`src/hdl/pftr_pkg.sv`:
```
`timescale 1ns / 1ps
// ----------------------------------------------------------------------------
// pftr_pkg: shared types and arithmetic for the pixel format converter
// Holds the source format codes, the output pixel type and the BT.601
// integer conversion used for the packed 4:2:2 formats.
// ----------------------------------------------------------------------------
package pftr_pkg;

  typedef enum logic [2:0] {
    FMT_RGB8  = 3'd0,
    FMT_BGR8  = 3'd1,
    FMT_RGBA8 = 3'd2,
    FMT_BGRA8 = 3'd3,
    FMT_Y8    = 3'd4,
    FMT_Y16   = 3'd5,
    FMT_YUYV  = 3'd6,
    FMT_UYVY  = 3'd7
  } src_format_e;

  typedef struct packed {
    logic [7:0] red;
    logic [7:0] green;
    logic [7:0] blue;
    logic [7:0] alpha;
  } pixel_t;

  localparam logic [7:0] AlphaOpaque = 8'hFF;
  localparam logic [7:0] ChromaFlip  = 8'h80;

  // Wide enough for the largest BT.601 sum, about 137000, plus sign.
  localparam int unsigned SumW = 20;

  localparam logic signed [SumW-1:0] LumaOfs = SumW'(16);
  localparam logic signed [SumW-1:0] KLuma   = SumW'(298);
  localparam logic signed [SumW-1:0] KRedV   = SumW'(409);
  localparam logic signed [SumW-1:0] KGreenU = SumW'(100);
  localparam logic signed [SumW-1:0] KGreenV = SumW'(208);
  localparam logic signed [SumW-1:0] KBlueU  = SumW'(516);
  localparam logic signed [SumW-1:0] Round   = SumW'(128);

  // Floor shift by eight, then clamp to 0..255.
  function automatic logic [7:0] sat_shift(logic signed [SumW-1:0] s);
    logic [7:0] res;
    if (s[SumW-1]) begin
      res = 8'h00;
    end else if (|s[SumW-2:16]) begin
      res = 8'hFF;
    end else begin
      res = s[15:8];
    end
    return res;
  endfunction

  // One pixel from a luma byte and the centered chroma pair.
  function automatic pixel_t yuv_to_pixel(logic [7:0] y, logic signed [7:0] d,
                                          logic signed [7:0] e);
    logic signed [SumW-1:0] c;
    logic signed [SumW-1:0] dx;
    logic signed [SumW-1:0] ex;
    logic signed [SumW-1:0] luma;
    pixel_t px;
    c    = $signed({{(SumW-8){1'b0}}, y}) - LumaOfs;
    dx   = SumW'(d);
    ex   = SumW'(e);
    luma = KLuma * c + Round;
    px.red   = sat_shift(luma + KRedV * ex);
    px.green = sat_shift(luma - KGreenU * dx - KGreenV * ex);
    px.blue  = sat_shift(luma + KBlueU * dx);
    px.alpha = AlphaOpaque;
    return px;
  endfunction

endpackage

```
`src/hdl/pixel_format_to_rgbx.sv`:
```
`timescale 1ns / 1ps
// A word accepted into the input register moves to the result register once
// that stage can advance, from where the receiver takes it. One word per cycle
// while the receiver keeps ready high; the input and result registers form a
// two-stage pipeline whose ready is forwarded from the output side.
// Reset clears both valid flags and sets the source format to RGB8.
// Payload registers are not reset.
// ----------------------------------------------------------------------------
// pixel_format_to_rgbx: camera pixel to RGBX8888 converter
// Four source bytes per word become one display pixel, or two for the
// packed YUV 4:2:2 formats, as selected by the source format register.
// ----------------------------------------------------------------------------
module pixel_format_to_rgbx (
  input  logic       clk_i,
  input  logic       rst_ni,
  // Configuration: source format register.
  input  logic       cfg_we_i,
  input  logic [2:0] cfg_wdata_i,
  // Input words.
  input  logic       in_valid_i,
  output logic       in_ready_o,
  input  logic [7:0] src_byte0_i,
  input  logic [7:0] src_byte1_i,
  input  logic [7:0] src_byte2_i,
  input  logic [7:0] src_byte3_i,
  // Result words.
  output logic       out_valid_o,
  input  logic       out_ready_i,
  output logic [7:0] first_red_o,
  output logic [7:0] first_green_o,
  output logic [7:0] first_blue_o,
  output logic [7:0] first_alpha_o,
  output logic [7:0] second_red_o,
  output logic [7:0] second_green_o,
  output logic [7:0] second_blue_o,
  output logic [7:0] second_alpha_o,
  output logic       second_valid_o
);
  import pftr_pkg::*;

  src_format_e fmt_q;

  // Stage one holds the raw source bytes.
  logic       s1_valid_q;
  logic [7:0] b0_q, b1_q, b2_q, b3_q;

  // Stage two is the result register driving the outputs.
  logic   out_valid_q;
  pixel_t first_q, first_d;
  pixel_t second_q, second_d;
  logic   second_valid_q, second_valid_d;

  logic s2_ready;
  logic s1_ready;

  // Each stage advances when it is empty or the stage after it drains.
  assign s2_ready   = !out_valid_q || out_ready_i;
  assign s1_ready   = !s1_valid_q || s2_ready;
  assign in_ready_o = s1_ready;

  always_ff @(posedge clk_i or negedge rst_ni) begin
    if (!rst_ni) begin
      fmt_q <= FMT_RGB8;
    end else if (cfg_we_i) begin
      fmt_q <= src_format_e'(cfg_wdata_i);
    end
  end

  always_ff @(posedge clk_i or negedge rst_ni) begin
    if (!rst_ni) begin
      s1_valid_q <= 1'b0;
    end else if (s1_ready) begin
      s1_valid_q <= in_valid_i;
    end
  end

  always_ff @(posedge clk_i) begin
    if (s1_ready && in_valid_i) begin
      b0_q <= src_byte0_i;
      b1_q <= src_byte1_i;
      b2_q <= src_byte2_i;
      b3_q <= src_byte3_i;
    end
  end

  // Conversion. The chroma bytes are centered by flipping their top bit,
  // which is the same as subtracting 128 into a signed byte. Both pixels of
  // a macropixel share the chroma pair and differ only in luma.
  logic [7:0]        y1, y2, u, v;
  logic signed [7:0] d, e;
  pixel_t            yuv1, yuv2;

  always_comb begin
    if (fmt_q == FMT_YUYV) begin
      y1 = b0_q;
      u  = b1_q;
      y2 = b2_q;
      v  = b3_q;
    end else begin
      u  = b0_q;
      y1 = b1_q;
      v  = b2_q;
      y2 = b3_q;
    end
    d    = $signed(u ^ ChromaFlip);
    e    = $signed(v ^ ChromaFlip);
    yuv1 = yuv_to_pixel(y1, d, e);
    yuv2 = yuv_to_pixel(y2, d, e);
  end

  always_comb begin
    first_d        = '{red: b0_q, green: b1_q, blue: b2_q, alpha: AlphaOpaque};
    second_d       = '0;
    second_valid_d = 1'b0;
    unique case (fmt_q) inside
      FMT_RGB8: begin
        first_d = '{red: b0_q, green: b1_q, blue: b2_q, alpha: AlphaOpaque};
      end
      FMT_BGR8: begin
        first_d = '{red: b2_q, green: b1_q, blue: b0_q, alpha: AlphaOpaque};
      end
      FMT_RGBA8: begin
        first_d = '{red: b0_q, green: b1_q, blue: b2_q, alpha: b3_q};
      end
      FMT_BGRA8: begin
        first_d = '{red: b2_q, green: b1_q, blue: b0_q, alpha: b3_q};
      end
      FMT_Y8: begin
        first_d = '{red: b0_q, green: b0_q, blue: b0_q, alpha: AlphaOpaque};
      end
      FMT_Y16: begin
        // Little-endian 16-bit luma: the high byte comes second.
        first_d = '{red: b1_q, green: b1_q, blue: b1_q, alpha: AlphaOpaque};
      end
      FMT_YUYV, FMT_UYVY: begin
        first_d        = yuv1;
        second_d       = yuv2;
        second_valid_d = 1'b1;
      end
      default: begin
        first_d = '{red: b0_q, green: b1_q, blue: b2_q, alpha: AlphaOpaque};
      end
    endcase
  end

  always_ff @(posedge clk_i or negedge rst_ni) begin
    if (!rst_ni) begin
      out_valid_q <= 1'b0;
    end else if (s2_ready) begin
      out_valid_q <= s1_valid_q;
    end
  end

  always_ff @(posedge clk_i) begin
    if (s2_ready && s1_valid_q) begin
      first_q        <= first_d;
      second_q       <= second_d;
      second_valid_q <= second_valid_d;
    end
  end

  assign out_valid_o    = out_valid_q;
  assign first_red_o    = first_q.red;
  assign first_green_o  = first_q.green;
  assign first_blue_o   = first_q.blue;
  assign first_alpha_o  = first_q.alpha;
  assign second_red_o   = second_q.red;
  assign second_green_o = second_q.green;
  assign second_blue_o  = second_q.blue;
  assign second_alpha_o = second_q.alpha;
  assign second_valid_o = second_valid_q;

  // A two-pixel result is always opaque in both pixels.
  a_yuv_opaque: assert property (@(posedge clk_i) disable iff (!rst_ni)
    out_valid_q && second_valid_q |->
      first_q.alpha == AlphaOpaque && second_q.alpha == AlphaOpaque)
    else $error("YUV result with non-opaque alpha");

  // A single-pixel result leaves the second pixel at zero.
  a_single_zero: assert property (@(posedge clk_i) disable iff (!rst_ni)
    out_valid_q && !second_valid_q |-> second_q == '0)
    else $error("second pixel not cleared for single-pixel word");

  // The input stage never takes a word while it is full and cannot drain.
  a_no_overrun: assert property (@(posedge clk_i) disable iff (!rst_ni)
    in_valid_i && in_ready_o |-> !(s1_valid_q && out_valid_q && !out_ready_i))
    else $error("input stage overrun");

  // A stalled input stage keeps its word.
  a_s1_hold: assert property (@(posedge clk_i) disable iff (!rst_ni)
    s1_valid_q && !s2_ready |=>
      s1_valid_q && $stable(b0_q) && $stable(b1_q) && $stable(b2_q) && $stable(b3_q))
    else $error("input stage lost a stalled word");

endmodule

```
`config.mk`:
```
export PLATFORM = sky130hd
export DESIGN_NAME = pixel_format_to_rgbx
export DESIGN_NICKNAME = d
export VERILOG_FILES = /design/src/hdl/pftr_pkg.sv /design/src/hdl/pixel_format_to_rgbx.sv
export SDC_FILE = /design/constraint.sdc
export NUM_CORES = 1
export LEC_CHECK = 0
export BUFFER_PORTS_ARGS = -buffer_cell sky130_fd_sc_hd__buf_2
export CAP_MARGIN = 25
export CORE_UTILIZATION = 54
export DETAILED_ROUTE_END_ITERATION = 16
export HOLD_SLACK_MARGIN = 0.1
export PLACE_DENSITY = 0.74
export SKIP_LAST_GASP = 1
export SLEW_MARGIN = 10
export SYNTH_ARGS = -nofsm -noshare
export SYNTH_HDL_FRONTEND = slang
export SYNTH_SLANG_ARGS = --single-unit
```
`constraint.sdc`:
```
create_clock -name clk_i -period 10.87 [get_ports clk_i]
set_input_delay 0.5435 -clock clk_i [delete_from_list [all_inputs] [get_ports clk_i]]
set_output_delay 0.5435 -clock clk_i [all_outputs]
set_load 0.02 [all_outputs]
```
==> metrics.csv <==
metric;value;unit
WL final;37900;um
R2R setup slack;1.42;ns
CTS Buf Count;9;
fin crit share;86.9;%
I/O Pins;107;
hpwl dp;31500;um
FF-to-FF Start;fmt_q[2];
Worst-Skew Late Latency;0.37;ns
total setup buffers inserted after CTS;0;
Synth Instances;1589;
layout filler cell count;2364;
reg2reg end;second_green_o[7];
drt pass-1 iters;5;
GR Overflow Total;0;
first-pass GRT wire length;60200;um
post-layout util;59.4;%
Post-synth EDFFs;89;
DRC;0;
PortBufs;106;
clock tree sinks;94;
crit path DAT;9.56;ns
Final Max Slew Viols;0;
core footprint;26900;um2
final hold viol count;0;
# diodes;0;
RSZ-0062 raised after global routing;no;
die width;167;um
cell count of the worst reg-to-reg path;32;
status;finished, final reports clean;
Synth Register Bits;94;
ANT nets after route;0;
crit start category;flop;
synthesized area per cell;9.31;um2
routed len/inst;18.7;um
vias;11905;
layout cells sized above 1;10.3;%
vias in the first global route;11647;
Synth area leader;ha_1;
Critical Path RT;10.98;ns
WS Path Type;flop to flop;
Post-Place Cells;2017;
synthesized net count;2017;
Most used DFF post-synth;edfxtp_1;
top-area cell type share of the netlist area;26.1;%
max-cap viol count;0;
Most Frequent Cell on Critical Path;ha_1;
fin crit period;9.45;ns
Initial Utilization;55.0;%
CTS H-tree depth;3;
Synth warnings;0;
Setup Viol. Count Final;0;
Worst Hold Slack;0.350;ns
Vias/cell;5.85;
clock-pin slew on the worst setup and hold paths;0.08;ns
Hold Crit Class;input pin to flop;
Multi-input gate area;10900;um2
worst slew pin tran;1.10;ns
Slew headroom;27.0;%
setup TNS;0;ns
Hold Path Depth;1;
Die ar.;28100;um2
initial antenna violation count;0;
crit end category;flop;
Slowest cell on crit path;dfrtp_1;
All-Layer GR Usage;27.4;%
Final Skew;0.0251;ns
First DRT Iteration DRCs;934;
largest cells by area after synthesis;ha_1, edfxtp_1, fa_1, inv_1, xnor2_1;
register area;2800;um2
area grow syn2layout;7.88;%
hold endpoint;b1_q[7];
Non-Filler Instances;2034;
die height;167;um
TritonCTS clock tree;done;
largest net degree at the start of global routing;43;
Synth Cell Area;14800;um2
RD Place Congestion;0.912;
slowest cell delay on critical path;0.66;ns
Synth cell types;80;
Root Buffer;clkbuf_16;
CP Max Fanout;37;
worst-case clock buffer depth;2;
Rows;60;
ys async rst share;5.32;%
post-synthesis sequential area ratio;18.9;%
min-delay src;src_byte1_i[7];
fin nets;2116;
Max Clk Rate;0.106;GHz
==> logic make-up after synthesis <==
family	share of synthesized area [%]
adder cells (fa/ha/maj)	36.9
AO/OA/AOI/OAI	15.3
AND/OR/NAND/NOR	10.5
buffers and inverters	7.66
XOR/XNOR	7.71
flip-flops	18.9
multiplexers	2.96
==> layer usage <==
metal | vias to the layer above | GRT usage [%] | routed length [um]
met1 | 5651 | 37.2 | 17400
met5 | - | 0 | 0
li1 | 5768 | - | -
met4 | 0 | 10.8 | 1460
met2 | 411 | 44.6 | 17200
met3 | 75 | 3.26 | 1930
==> worst max-delay path by stage <==
stage	from	endpoint	slack (ns)	cells after the start
after detailed placement	fmt_q[1]	second_green_o[7]	1.51	31
after CTS	fmt_q[1]	second_green_o[7]	1.47	31
after global routing	fmt_q[1]	second_green_o[7]	0.76	32
after floorplan	fmt_q[2]	second_green_o[1]	2.74	35
final	fmt_q[2]	second_green_o[7]	1.42	32
after global placement	fmt_q[1]	second_green_o[7]	1.85	31
==> per-stage QoR <==
stage / instance area, um2 / setup slack [ns]
6_report: 16000 / 1.42
5_1_grt: 16000 / 0.763
4_1_cts: 16000 / 1.47
3_5_place_dp: 15600 / 1.51
3_3_place_gp: 15600 / 1.85
2_1_floorplan: 14800 / 2.74
==> flip-flops by register name (all words and copies together) (netlist names) <==
signal          count
second_alpha_o      1
second_red_o        8
s1_valid_q          1
out_valid_o         1
b0_q                8
fmt_q               3
second_green_o      8
b3_q                8
second_blue_o       8
first_alpha_o       8
b2_q                8
first_red_o         8
first_blue_o        8
first_green_o       8
b1_q                8
==> critical path: cells and delay by family, from the launching register on <==
family / cells / cell delay (ns)
XOR/XNOR: 2 / 0.72
AO/OA/AOI/OAI: 8 / 1.94
flip-flops: 1 / 0.66
buffers and inverters: 5 / 0.45
multiplexers: 1 / 0.66
AND/OR/NAND/NOR: 7 / 1.38
adder cells (fa/ha/maj): 9 / 3.32
==> what timing repair did <==
action                                  CTS  global route
hold endpoints to repair                  5             0
gates resized for setup                   0             0
hold buffers                              1             0
endpoints found under the setup margin    0             0
==> Yosys cell counts (5+ instances only) <==
cell,n
xor2_1,37
or2_2,6
inv_1,265
o22ai_1,9
nand4_1,6
o21bai_1,18
clkbuf_1,8
a31oi_1,8
nand2_1,55
a211oi_1,18
a21oi_1,88
o21ai_1,14
nor2b_1,16
o21ai_0,47
nor4_1,5
a21o_1,27
buf_4,9
xnor2_1,81
a211o_1,6
a22oi_1,8
fa_1,80
edfxtp_1,89
mux2_2,24
a221oi_1,5
o211ai_1,5
o41ai_1,5
o21a_1,22
nor3_1,29
o221ai_1,16
dfrtp_1,5
or3_1,8
and2_1,7
nand2b_1,25
nor2_1,106
mux2i_1,14
nand3_1,26
ha_1,308
and3_1,8
nand3b_1,6
==> final cells by class <==
type                    count  share of cell area [%]
clock inverters             7                   0.471
clock buffers               9                    1.41
inverters                 266                    6.26
repair buffers            111                    3.58
multi-input cells        1206                    68.1
flip-flops and latches     94                    17.5
well taps                 341                    2.67
==> cell usage in the layout (no fill, tap or decap), types with 37 or more instances in the layout <==
master    instances
nor2_1          106
inv_1           265
o21ai_0          47
xnor2_1          81
xor2_1           37
fa_1             80
a21oi_1          88
edfxtp_1         89
ha_1            308
buf_2           106
nand2_1          55
Power is not shown: default switching activity piles up to over one toggle a cycle in this logic, so the estimate is an artifact.
